==> src/sv/dicp_pkg.sv <==
package dicp_pkg;

  localparam int unsigned CHANNELS  = 32;
  localparam int unsigned CH_W      = 5;
  localparam int unsigned VAL_W     = 16;
  localparam int unsigned CFG_W     = 64;
  localparam int unsigned CFG_IDX_W = 2;
  localparam int unsigned MODE_W    = 4;

  localparam logic [CFG_W-1:0] MODE_RESET = 64'h2222_2222_2222_2222;
  localparam logic [VAL_W-1:0] COUNT_MAX  = 16'd255;

  // Register indexes of the configuration port.
  localparam logic [CFG_IDX_W-1:0] REG_MODE_LOW  = 2'd0;
  localparam logic [CFG_IDX_W-1:0] REG_MODE_HIGH = 2'd1;
  localparam logic [CFG_IDX_W-1:0] REG_BYPASS    = 2'd2;

  // Item function codes.
  localparam logic [1:0] FUNC_SAMPLE = 2'd0;
  localparam logic [1:0] FUNC_CLEAR  = 2'd1;
  localparam logic [1:0] FUNC_BYPASS = 2'd2;

  // Channel mode codes.
  localparam logic [MODE_W-1:0] MODE_FORCE_LOW  = 4'd0;
  localparam logic [MODE_W-1:0] MODE_FORCE_HIGH = 4'd1;
  localparam logic [MODE_W-1:0] MODE_DIRECT     = 4'd2;
  localparam logic [MODE_W-1:0] MODE_INVERTED   = 4'd3;
  localparam logic [MODE_W-1:0] MODE_CNT_FALL   = 4'd4;
  localparam logic [MODE_W-1:0] MODE_CNT_RISE   = 4'd5;
  localparam logic [MODE_W-1:0] MODE_CNT_BOTH   = 4'd6;
  localparam logic [MODE_W-1:0] MODE_TOG_FALL   = 4'd7;
  localparam logic [MODE_W-1:0] MODE_TOG_RISE   = 4'd8;

  // Commands from the controller to the datapath.
  typedef struct packed {
    logic capture;   // latch the accepted item
    logic commit;    // update the channel and load the result register
  } dicp_cmd_t;

  // Status from the datapath to the controller.
  typedef struct packed {
    logic out_blocked;  // the result register holds an item not yet taken
  } dicp_stat_t;

endpackage

==> src/sv/dicp_if.sv <==
interface dicp_in_if;
  logic                          valid;
  logic                          ready;
  logic [1:0]                    func;
  logic [dicp_pkg::CH_W-1:0]     channel;
  logic                          raw_level;
  logic [dicp_pkg::VAL_W-1:0]    bypass_value;

  modport source (output valid, func, channel, raw_level, bypass_value, input ready);
  modport sink   (input valid, func, channel, raw_level, bypass_value, output ready);
endinterface

interface dicp_out_if;
  logic                          valid;
  logic                          ready;
  logic [dicp_pkg::VAL_W-1:0]    channel_value;
  logic                          edge_detected;

  modport source (output valid, channel_value, edge_detected, input ready);
  modport sink   (input valid, channel_value, edge_detected, output ready);
endinterface

==> src/sv/dicp_ctrl.sv <==
module dicp_ctrl (
  input  logic                 clk_i,
  input  logic                 rst_ni,
  input  logic                 in_valid_i,
  output logic                 in_ready_o,
  input  dicp_pkg::dicp_stat_t stat_i,
  output dicp_pkg::dicp_cmd_t  cmd_o
);
  import dicp_pkg::*;

  localparam logic ST_IDLE = 1'b0;
  localparam logic ST_EXEC = 1'b1;

  logic state_q, state_d;

  assign in_ready_o = (state_q == ST_IDLE);

  always_comb begin
    state_d        = state_q;
    cmd_o.capture  = 1'b0;
    cmd_o.commit   = 1'b0;
    case (state_q)
      ST_IDLE: begin
        if (in_valid_i) begin
          cmd_o.capture = 1'b1;
          state_d       = ST_EXEC;
        end
      end
      ST_EXEC: begin
        // Commit only once the result register can take the new result.
        if (!stat_i.out_blocked) begin
          cmd_o.commit = 1'b1;
          state_d      = ST_IDLE;
        end
      end
      default: state_d = ST_IDLE;
    endcase
  end

  always_ff @(posedge clk_i or negedge rst_ni) begin
    if (!rst_ni) begin
      state_q <= ST_IDLE;
    end else begin
      state_q <= state_d;
    end
  end

endmodule

==> src/sv/dicp_dp.sv <==
module dicp_dp (
  input  logic                              clk_i,
  input  logic                              rst_ni,
  input  dicp_pkg::dicp_cmd_t               cmd_i,
  output dicp_pkg::dicp_stat_t              stat_o,
  input  logic                              cfg_we_i,
  input  logic [dicp_pkg::CFG_IDX_W-1:0]    cfg_idx_i,
  input  logic [dicp_pkg::CFG_W-1:0]        cfg_data_i,
  input  logic [1:0]                        func_i,
  input  logic [dicp_pkg::CH_W-1:0]         channel_i,
  input  logic                              raw_level_i,
  input  logic [dicp_pkg::VAL_W-1:0]        bypass_value_i,
  output logic                              out_valid_o,
  input  logic                              out_ready_i,
  output logic [dicp_pkg::VAL_W-1:0]        channel_value_o,
  output logic                              edge_detected_o
);
  import dicp_pkg::*;

  logic [CFG_W-1:0]    mode_low_q, mode_high_q;
  logic [CHANNELS-1:0] bypass_q;

  logic [VAL_W-1:0]    store_q [CHANNELS];
  logic [CHANNELS-1:0] prev_q;

  logic [1:0]          func_q;
  logic [CH_W-1:0]     ch_q;
  logic                lvl_q;
  logic [VAL_W-1:0]    bval_q;

  logic                out_valid_q;
  logic [VAL_W-1:0]    out_val_q;
  logic                out_edge_q;

  logic                in_range;
  logic [MODE_W-1:0]   mode;
  logic                bypassed;
  logic [VAL_W-1:0]    cur_val;
  logic                prev;
  logic                fall, rise, counting;
  logic [VAL_W-1:0]    new_val;
  logic                new_prev;
  logic                hit;

  // Configuration registers.
  always_ff @(posedge clk_i or negedge rst_ni) begin
    if (!rst_ni) begin
      mode_low_q  <= MODE_RESET;
      mode_high_q <= MODE_RESET;
      bypass_q    <= '0;
    end else if (cfg_we_i) begin
      case (cfg_idx_i)
        REG_MODE_LOW:  mode_low_q  <= cfg_data_i;
        REG_MODE_HIGH: mode_high_q <= cfg_data_i;
        REG_BYPASS:    bypass_q    <= cfg_data_i[CHANNELS-1:0];
        default: ;
      endcase
    end
  end

  // Item register.
  always_ff @(posedge clk_i) begin
    if (cmd_i.capture) begin
      func_q <= func_i;
      ch_q   <= channel_i;
      lvl_q  <= raw_level_i;
      bval_q <= bypass_value_i;
    end
  end

  assign in_range = ({1'b0, ch_q} < (CH_W + 1)'(CHANNELS));
  assign mode     = ch_q[CH_W-1] ? mode_high_q[ch_q[CH_W-2:0]*MODE_W +: MODE_W]
                                 : mode_low_q[ch_q[CH_W-2:0]*MODE_W +: MODE_W];
  assign bypassed = bypass_q[ch_q];
  assign cur_val  = store_q[ch_q];
  assign prev     = prev_q[ch_q];
  assign fall     = prev && !lvl_q;
  assign rise     = !prev && lvl_q;
  assign counting = (mode == MODE_CNT_FALL) || (mode == MODE_CNT_RISE) ||
                    (mode == MODE_CNT_BOTH);

  always_comb begin
    new_val  = cur_val;
    new_prev = prev;
    hit      = 1'b0;
    case (func_q)
      FUNC_SAMPLE: begin
        if (!bypassed) begin
          case (mode)
            MODE_FORCE_LOW:  new_val = '0;
            MODE_FORCE_HIGH: new_val = VAL_W'(1);
            MODE_DIRECT:     new_val = VAL_W'(lvl_q);
            MODE_INVERTED:   new_val = VAL_W'(!lvl_q);
            MODE_CNT_FALL, MODE_CNT_RISE, MODE_CNT_BOTH: begin
              hit = ((mode == MODE_CNT_FALL) && fall) ||
                    ((mode == MODE_CNT_RISE) && rise) ||
                    ((mode == MODE_CNT_BOTH) && (fall || rise));
              if (hit && (cur_val < COUNT_MAX)) begin
                new_val = cur_val + VAL_W'(1);
              end
              new_prev = lvl_q;
            end
            MODE_TOG_FALL, MODE_TOG_RISE: begin
              if (((mode == MODE_TOG_FALL) && fall) || ((mode == MODE_TOG_RISE) && rise)) begin
                new_val = (cur_val == '0) ? VAL_W'(1) : '0;
              end
              new_prev = lvl_q;
            end
            default: ;
          endcase
        end
      end
      FUNC_CLEAR: begin
        if (counting) begin
          new_val = '0;
        end
      end
      FUNC_BYPASS: begin
        if (bypassed) begin
          new_val = bval_q;
        end
      end
      default: ;
    endcase
  end

  // Channel state, cleared at reset.
  always_ff @(posedge clk_i or negedge rst_ni) begin
    if (!rst_ni) begin
      for (int i = 0; i < CHANNELS; i++) begin
        store_q[i] <= '0;
      end
      prev_q <= '0;
    end else if (cmd_i.commit && in_range) begin
      store_q[ch_q] <= new_val;
      prev_q[ch_q]  <= new_prev;
    end
  end

  // Result register.
  always_ff @(posedge clk_i or negedge rst_ni) begin
    if (!rst_ni) begin
      out_valid_q <= 1'b0;
    end else if (cmd_i.commit) begin
      out_valid_q <= 1'b1;
    end else if (out_ready_i) begin
      out_valid_q <= 1'b0;
    end
  end

  always_ff @(posedge clk_i) begin
    if (cmd_i.commit) begin
      out_val_q  <= in_range ? new_val : '0;
      out_edge_q <= in_range && hit;
    end
  end

  assign stat_o.out_blocked = out_valid_q && !out_ready_i;
  assign out_valid_o        = out_valid_q;
  assign channel_value_o    = out_val_q;
  assign edge_detected_o    = out_edge_q;

endmodule

==> src/sv/discrete_input_channel_processor.sv <==
// Timing: an accepted item is captured in the item register; the commit step then
// loads its result into the result register, which offers it on the output.
// Flow: the controller takes an item in its idle state and commits it in its exec state,
// taking no new item meanwhile; a commit waits while an earlier result is not yet taken.
// The result register lets the next item enter while a result waits to be taken.
// Reset: asynchronous, active low; modes return to direct, bypass clears, and all
// channel values and previous levels are zero at once, with no clearing pass.
module discrete_input_channel_processor (
  input  logic                              clk_i,
  input  logic                              rst_ni,
  input  logic                              cfg_we_i,
  input  logic [dicp_pkg::CFG_IDX_W-1:0]    cfg_idx_i,
  input  logic [dicp_pkg::CFG_W-1:0]        cfg_data_i,
  dicp_in_if.sink                           in_if,
  dicp_out_if.source                        out_if
);
  import dicp_pkg::*;

  // The controller decides when an item is taken and when it is committed;
  // the datapath holds the configuration, the channel store and the result.
  dicp_cmd_t  cmd;
  dicp_stat_t stat;

  dicp_ctrl u_ctrl (
    .clk_i      (clk_i),
    .rst_ni     (rst_ni),
    .in_valid_i (in_if.valid),
    .in_ready_o (in_if.ready),
    .stat_i     (stat),
    .cmd_o      (cmd)
  );

  // The commit step reads the addressed channel, applies the mode or the item's
  // function, writes the channel back and loads the result register together.
  dicp_dp u_dp (
    .clk_i           (clk_i),
    .rst_ni          (rst_ni),
    .cmd_i           (cmd),
    .stat_o          (stat),
    .cfg_we_i        (cfg_we_i),
    .cfg_idx_i       (cfg_idx_i),
    .cfg_data_i      (cfg_data_i),
    .func_i          (in_if.func),
    .channel_i       (in_if.channel),
    .raw_level_i     (in_if.raw_level),
    .bypass_value_i  (in_if.bypass_value),
    .out_valid_o     (out_if.valid),
    .out_ready_i     (out_if.ready),
    .channel_value_o (out_if.channel_value),
    .edge_detected_o (out_if.edge_detected)
  );

endmodule

==> src/flat_wrapper.sv <==
// flat-port wrapper written by rule: the top's interface ports become plain ports
module discrete_input_channel_processor_flat import dicp_pkg::*;
  (clk_i, rst_ni, cfg_we_i, cfg_idx_i, cfg_data_i, in_if_valid, in_if_func, in_if_channel, in_if_raw_level, in_if_bypass_value, in_if_ready, out_if_valid, out_if_channel_value, out_if_edge_detected, out_if_ready);
  dicp_in_if in_if_i ();
  dicp_out_if out_if_i ();
  input  logic clk_i;
  input  logic rst_ni;
  input  logic cfg_we_i;
  input  logic [dicp_pkg::CFG_IDX_W-1:0] cfg_idx_i;
  input  logic [dicp_pkg::CFG_W-1:0] cfg_data_i;
  input wire logic [$bits(in_if_i.valid)-1:0] in_if_valid;
  input wire logic [$bits(in_if_i.func)-1:0] in_if_func;
  input wire logic [$bits(in_if_i.channel)-1:0] in_if_channel;
  input wire logic [$bits(in_if_i.raw_level)-1:0] in_if_raw_level;
  input wire logic [$bits(in_if_i.bypass_value)-1:0] in_if_bypass_value;
  output wire logic [$bits(in_if_i.ready)-1:0] in_if_ready;
  output wire logic [$bits(out_if_i.valid)-1:0] out_if_valid;
  output wire logic [$bits(out_if_i.channel_value)-1:0] out_if_channel_value;
  output wire logic [$bits(out_if_i.edge_detected)-1:0] out_if_edge_detected;
  input wire logic [$bits(out_if_i.ready)-1:0] out_if_ready;
  assign in_if_i.valid = in_if_valid;
  assign in_if_i.func = in_if_func;
  assign in_if_i.channel = in_if_channel;
  assign in_if_i.raw_level = in_if_raw_level;
  assign in_if_i.bypass_value = in_if_bypass_value;
  assign in_if_ready = in_if_i.ready;
  assign out_if_valid = out_if_i.valid;
  assign out_if_channel_value = out_if_i.channel_value;
  assign out_if_edge_detected = out_if_i.edge_detected;
  assign out_if_i.ready = out_if_ready;
  discrete_input_channel_processor u_core (.clk_i(clk_i), .rst_ni(rst_ni), .cfg_we_i(cfg_we_i), .cfg_idx_i(cfg_idx_i), .cfg_data_i(cfg_data_i), .in_if(in_if_i), .out_if(out_if_i));
endmodule
==> config.mk <==
export PLATFORM = sky130hd
export DESIGN_NAME = discrete_input_channel_processor_flat
export DESIGN_NICKNAME = d
export VERILOG_FILES = /design/src/sv/dicp_pkg.sv /design/src/sv/dicp_if.sv /design/src/sv/dicp_ctrl.sv /design/src/sv/dicp_dp.sv /design/src/sv/discrete_input_channel_processor.sv /design/src/flat_wrapper.sv
export SDC_FILE = /design/constraint.sdc
export NUM_CORES = 1
export LEC_CHECK = 0
export BUFFER_PORTS_ARGS = -buffer_cell sky130_fd_sc_hd__buf_2
export CAP_MARGIN = 20
export CELL_PAD_IN_SITES_DETAIL_PLACEMENT = 1
export CELL_PAD_IN_SITES_GLOBAL_PLACEMENT = 1
export CORE_AREA = 2 2 260 262
export CTS_BUF_LIST = sky130_fd_sc_hd__clkbuf_8
export CTS_CLUSTER_DIAMETER = 120
export DETAILED_ROUTE_END_ITERATION = 16
export DIE_AREA = 0 0 262 264
export GPL_TIMING_DRIVEN = 0
export PLACE_DENSITY_LB_ADDON = 0.1
export SYNTH_ARGS = -nofsm -noshare
export SYNTH_HDL_FRONTEND = slang
export SYNTH_SLANG_ARGS = --single-unit
==> constraint.sdc <==
create_clock -name clk_i -period 5.2 [get_ports clk_i]
set_input_delay 0.78 -clock clk_i [delete_from_list [all_inputs] [get_ports clk_i]]
set_output_delay 0.78 -clock clk_i [all_outputs]
set_load 0.1 [all_outputs]
==> metrics.txt <==
# TYPE chip_impl_metric gauge
chip_impl_metric{name="core_region_area",unit="µm²"} 66600
chip_impl_metric{name="netlist-cell-type-count",unit=""} 67
chip_impl_metric{name="grt_resource_usage_total",unit="%"} 41.6
chip_impl_info{name="cts_tree",value="yes"} 1
chip_impl_metric{name="layout_worst_path_cycle_share",unit="%"} 99.6
chip_impl_metric{name="finalNetCount",unit=""} 3531
chip_impl_metric{name="synthesized_area",unit="µm²"} 34200
chip_impl_metric{name="yosys_register_bits",unit=""} 747
chip_impl_metric{name="initial_util",unit="%"} 51.3
chip_impl_metric{name="synth_warnings",unit=""} 0
chip_impl_metric{name="htreeDepth",unit=""} 4
chip_impl_metric{name="cts.sinks",unit=""} 747
chip_impl_info{name="synth_area_leader_cell",value="dfrtp_1"} 1
chip_impl_metric{name="power.leakage",unit="nW"} 17.6
chip_impl_metric{name="worst-endpoint-arrival",unit="ns"} 5.72
chip_impl_metric{name="crit_buf_inv",unit=""} 4
chip_impl_metric{name="report.final.hold_viol_count",unit=""} 0
chip_impl_metric{name="max-slew-margin-rel",unit="%"} 17.9
chip_impl_metric{name="post_synthesis_cell_count",unit=""} 3145
chip_impl_metric{name="power_per_cell_area",unit="nW/µm²"} 477
chip_impl_metric{name="finalWirelength",unit="µm"} 142000
chip_impl_metric{name="totalNegativeSetupSlack",unit="ns"} 0
chip_impl_metric{name="overflow",unit=""} 0
chip_impl_metric{name="finalMaxSlewViolations",unit=""} 0
chip_impl_metric{name="final_cell_count_no_fill",unit=""} 4404
chip_impl_metric{name="number_of_antenna_violations_at_the_first_check_in_global_routing",unit=""} 8
chip_impl_metric{name="worst_setup_hold_path_clk_slew",unit="ns"} 0.06
chip_impl_metric{name="rows",unit=""} 95
chip_impl_metric{name="post_synth.cell_area_avg",unit="µm²"} 10.9
chip_impl_metric{name="design.die.area",unit="µm²"} 69200
chip_impl_metric{name="die_w",unit="µm"} 262
chip_impl_info{name="most-common-layout-cells",value="dfrtp_1 (674), nand2_1 (546), mux2i_1 (292)"} 1
chip_impl_metric{name="seq_area_frac_synth",unit="%"} 55.4
chip_impl_info{name="unrepaired_setup_endpoints_after_global_routing",value="false"} 1
chip_impl_info{name="cts.root.buffer_cell",value="clkbuf_8"} 1
chip_impl_metric{name="cts_buffers",unit=""} 133
chip_impl_info{name="critical-path-slowest-cell",value="or4b_1"} 1
chip_impl_metric{name="p_comb_share",unit="%"} 30.2
chip_impl_metric{name="clock_power_share",unit="%"} 28.2
chip_impl_info{name="worst_setup_path_end_kind",value="flop"} 1
chip_impl_metric{name="antenna_left",unit=""} 0
chip_impl_metric{name="synth_top_area_share",unit="%"} 49.4
chip_impl_info{name="dominantRegCellSynth",value="dfrtp_1"} 1
chip_impl_metric{name="rrSetupSlack",unit="ns"} 0.02
chip_impl_metric{name="finalSetupViolCount",unit=""} 0
chip_impl_metric{name="die_h",unit="µm"} 264
chip_impl_metric{name="cp_data_required_time",unit="ns"} 5.74
chip_impl_metric{name="worst-slew-pin-transition",unit="ns"} 1.23
chip_impl_metric{name="routed-via-count",unit=""} 28300
chip_impl_metric{name="timing.clock.skew",unit="ns"} 0.0336
chip_impl_metric{name="drcViolationCount",unit=""} 0
chip_impl_metric{name="via_count_of_the_first_global_routing_pass",unit=""} 30100
chip_impl_metric{name="vias_per_cell",unit=""} 6.43
chip_impl_info{name="ys_top_cells_by_area",value="dfrtp_1 (49%), mux2i_1 (8.8%), mux2_2 (7.5%), nand2_1 (6.0%), edfxtp_1 (3.6%)"} 1
chip_impl_metric{name="pin_count",unit=""} 114
chip_impl_metric{name="cell_internal_pwr",unit="W"} 0.0118
chip_impl_metric{name="dp_hpwl",unit="µm"} 102000
chip_impl_metric{name="clock_path_buffers",unit=""} 3
chip_impl_metric{name="fin_total_pwr",unit="W"} 0.0188
chip_impl_metric{name="grt_first_pass_wirelength",unit="µm"} 205000
chip_impl_metric{name="critical_path.max_fanout",unit=""} 10
chip_impl_metric{name="maxCapViolCount",unit=""} 0
chip_impl_metric{name="syn-num-nets",unit=""} 3244
chip_impl_metric{name="gp_congestion",unit=""} 0.982
chip_impl_metric{name="final.min_clock_period",unit="ns"} 5.18
chip_impl_metric{name="post_drt_wl_per_cell",unit="µm"} 32.2
chip_impl_info{name="outcome",value="finished, final reports clean"} 1
chip_impl_metric{name="max-vdd-ir-drop",unit="mV"} 0.375
chip_impl_info{name="critical_path.startpoint_type",value="flop"} 1
chip_impl_metric{name="layout-area-overhead-vs-synth",unit="%"} 15.4
chip_impl_metric{name="detail_route.iter0.violations",unit=""} 2647
chip_impl_metric{name="power.sequential.fraction",unit="%"} 41.6
chip_impl_info{name="timing.critical_path.cells",value="clkbuf_1, or4b_1, clkbuf_2, o22ai_1, nor4_1, nand2_1, nand3_2, o2111ai_2, o211ai_1, o311a_4, buf_4, inv_1"} 1
chip_impl_metric{name="worstSkewPairLatency",unit="ns"} 0.80
chip_impl_metric{name="fillerInstances",unit=""} 7060
chip_impl_metric{name="area.sequential",unit="µm²"} 18900
chip_impl_metric{name="final_core_utilization",unit="%"} 59.2
chip_impl_info{name="crit_type",value="flop to flop"} 1
chip_impl_metric{name="sw_frac_of_total",unit="%"} 37.5
chip_impl_metric{name="place_ws",unit="ns"} -1.50
chip_impl_info{name="most_common_cell_after_layout_fill_and_taps_aside",value="dfrtp_1"} 1
chip_impl_metric{name="achievable-frequency",unit="MHz"} 193
chip_impl_metric{name="synth_enable_flop_cells",unit=""} 41
chip_impl_metric{name="io_buffer_count",unit=""} 113
chip_impl_metric{name="worst_setup_slack_after_layout",unit="ns"} 0.0205
chip_impl_metric{name="drtPass1Iterations",unit=""} 5
chip_impl_metric{name="multiInputGateArea",unit="µm²"} 14200
chip_impl_info{name="cpLargestDelayFamily",value="simple AND/OR/NAND/NOR gates"} 1
chip_impl_metric{name="placed_cells",unit=""} 4143
chip_impl_info{name="worstHoldPathType",value="input pin to asynchronous set/reset pin"} 1
chip_impl_metric{name="switchingPower",unit="W"} 0.00705
chip_impl_metric{name="grt_start_max_net_pins",unit=""} 128
chip_impl_metric{name="crit_path_max_incr_delay",unit="ns"} 0.85
chip_impl_metric{name="async_reset_ff_share",unit="%"} 94.5
chip_impl_metric{name="layout-drive-gt1-share",unit="%"} 22.8
==> power by group through the flow <==
stage,registers (W),clock network (W),logic (W)
2_1_floorplan,0.00807,0,0.00296
3_3_place_gp,0.00780,0,0.00501
3_5_place_dp,0.00789,0,0.00526
4_1_cts,0.00780,0.00535,0.00551
5_1_grt,0.00794,0.00561,0.00596
6_report,0.00782,0.00531,0.00569
==> registers in the layout, summed over array words and instances (netlist names) <==
signal / cells
u_core.u_dp.bval_q: 16
u_core.u_dp.mode_low_q: 64
u_core.u_dp.channel_value_o: 16
u_core.u_dp.prev_q: 32
u_core.u_dp.out_valid_o: 1
u_core.u_dp.func_q: 2
u_core.u_dp.store_q: 512
u_core.u_dp.lvl_q: 1
u_core.u_dp.mode_high_q: 64
u_core.u_dp.ch_q: 5
u_core.u_dp.bypass_q: 32
u_core.u_ctrl.state_q: 1
u_core.u_dp.edge_detected_o: 1
==> worst reg2reg max path: cells and delay by family (launching register included) <==
kind | cells | cell delay (ns)
AO/OA/AOI/OAI | 4 | 1.03
buffers and inverters | 4 | 1.23
flip-flops | 1 | 0.43
AND/OR/NAND/NOR | 4 | 2.24
==> cell type report <==
cell class,count,area share (%)
flip-flops and latches,747,48.0
multi-input cells,2110,36.1
clock buffers,150,5.24
plain buffers,254,3.54
repair buffers,159,2.90
well taps,873,2.77
clock inverters,81,1.14
inverters,27,0.257
diodes,3,0.0190
==> metal layers <==
layer | GRT usage, % | vias to the layer above | wire [µm]
met5 | 0 | - | 21
met4 | 24.5 | 4 | 9060
met3 | 10.0 | 427 | 12400
met2 | 64.5 | 1400 | 65000
met1 | 53.1 | 14700 | 55200
li1 | - | 11800 | -
==> synth_stat cells, types with 9 or more instances <==
cell type / number
nor4_1: 37
a31oi_1: 97
buf_6: 10
buf_2: 55
mux2i_1: 301
a21oi_1: 30
mux2_2: 228
and2_1: 11
o21ai_1: 126
o22ai_1: 139
buf_4: 19
nor2b_1: 9
nor2_1: 165
inv_1: 26
dfrtp_1: 674
clkbuf_1: 168
dfstp_2: 32
o21ai_0: 243
edfxtp_1: 41
nand2_1: 548
nand3_1: 16
a22oi_1: 12
nand4_1: 11
mux4_2: 26
==> what timing repair did <==
action / in CTS / in global routing
endpoints found under the setup margin: 528 / 487
buffers inserted: 28 / 6
hold buffers: 0 / 0
endpoints found under the hold margin: 0 / 0
pin swaps: 19 / 4
resized for setup: 114 / 43
==> metrics by stage <==
step	hold WS, ns	instance area [µm²]
floorplan	0.449	34200
global placement	0.461	35800
finish	0.0930	39400
CTS	0.0929	39200
detailed placement	0.470	36100
global route	0.133	39400
==> path summary, 6_finish.rpt <==
| kind | startpoint | end | cells past startpoint |
|---|---|---|---|
| setup / recovery | u_core.u_dp.ch_q[4] | u_core.u_dp.channel_value_o[5] | 12 |
| hold / removal | rst_ni | u_core.u_dp.store_q[312] | 1 |
| setup reg to reg | u_core.u_dp.ch_q[4] | u_core.u_dp.channel_value_o[5] | 12 |
| hold reg to reg | u_core.u_dp.store_q[270] | u_core.u_dp.store_q[270] | 2 |
| max in group asynchronous | rst_ni | u_core.u_dp.prev_q[15] | 3 |
| min in group clk_i | in_if_bypass_value[6] | u_core.u_dp.bval_q[6] | 1 |
==> cell families (layout without fill, tap and decap cells) <==
kind of cell,Yosys count,after routing,synth area share (%)
muxes,555,555,18.1
DFF,747,747,55.4
buffers and inverters,288,671,3.80
and+or+nand+nor,844,844,10.4
other,0,3,0
xor gates and xnor gates,1,1,0.0256
AOI/OAI and AO/OA,706,706,12.1
adders and majority gates,4,4,0.147
No activity file was read; power rests on OpenSTA's default activity.
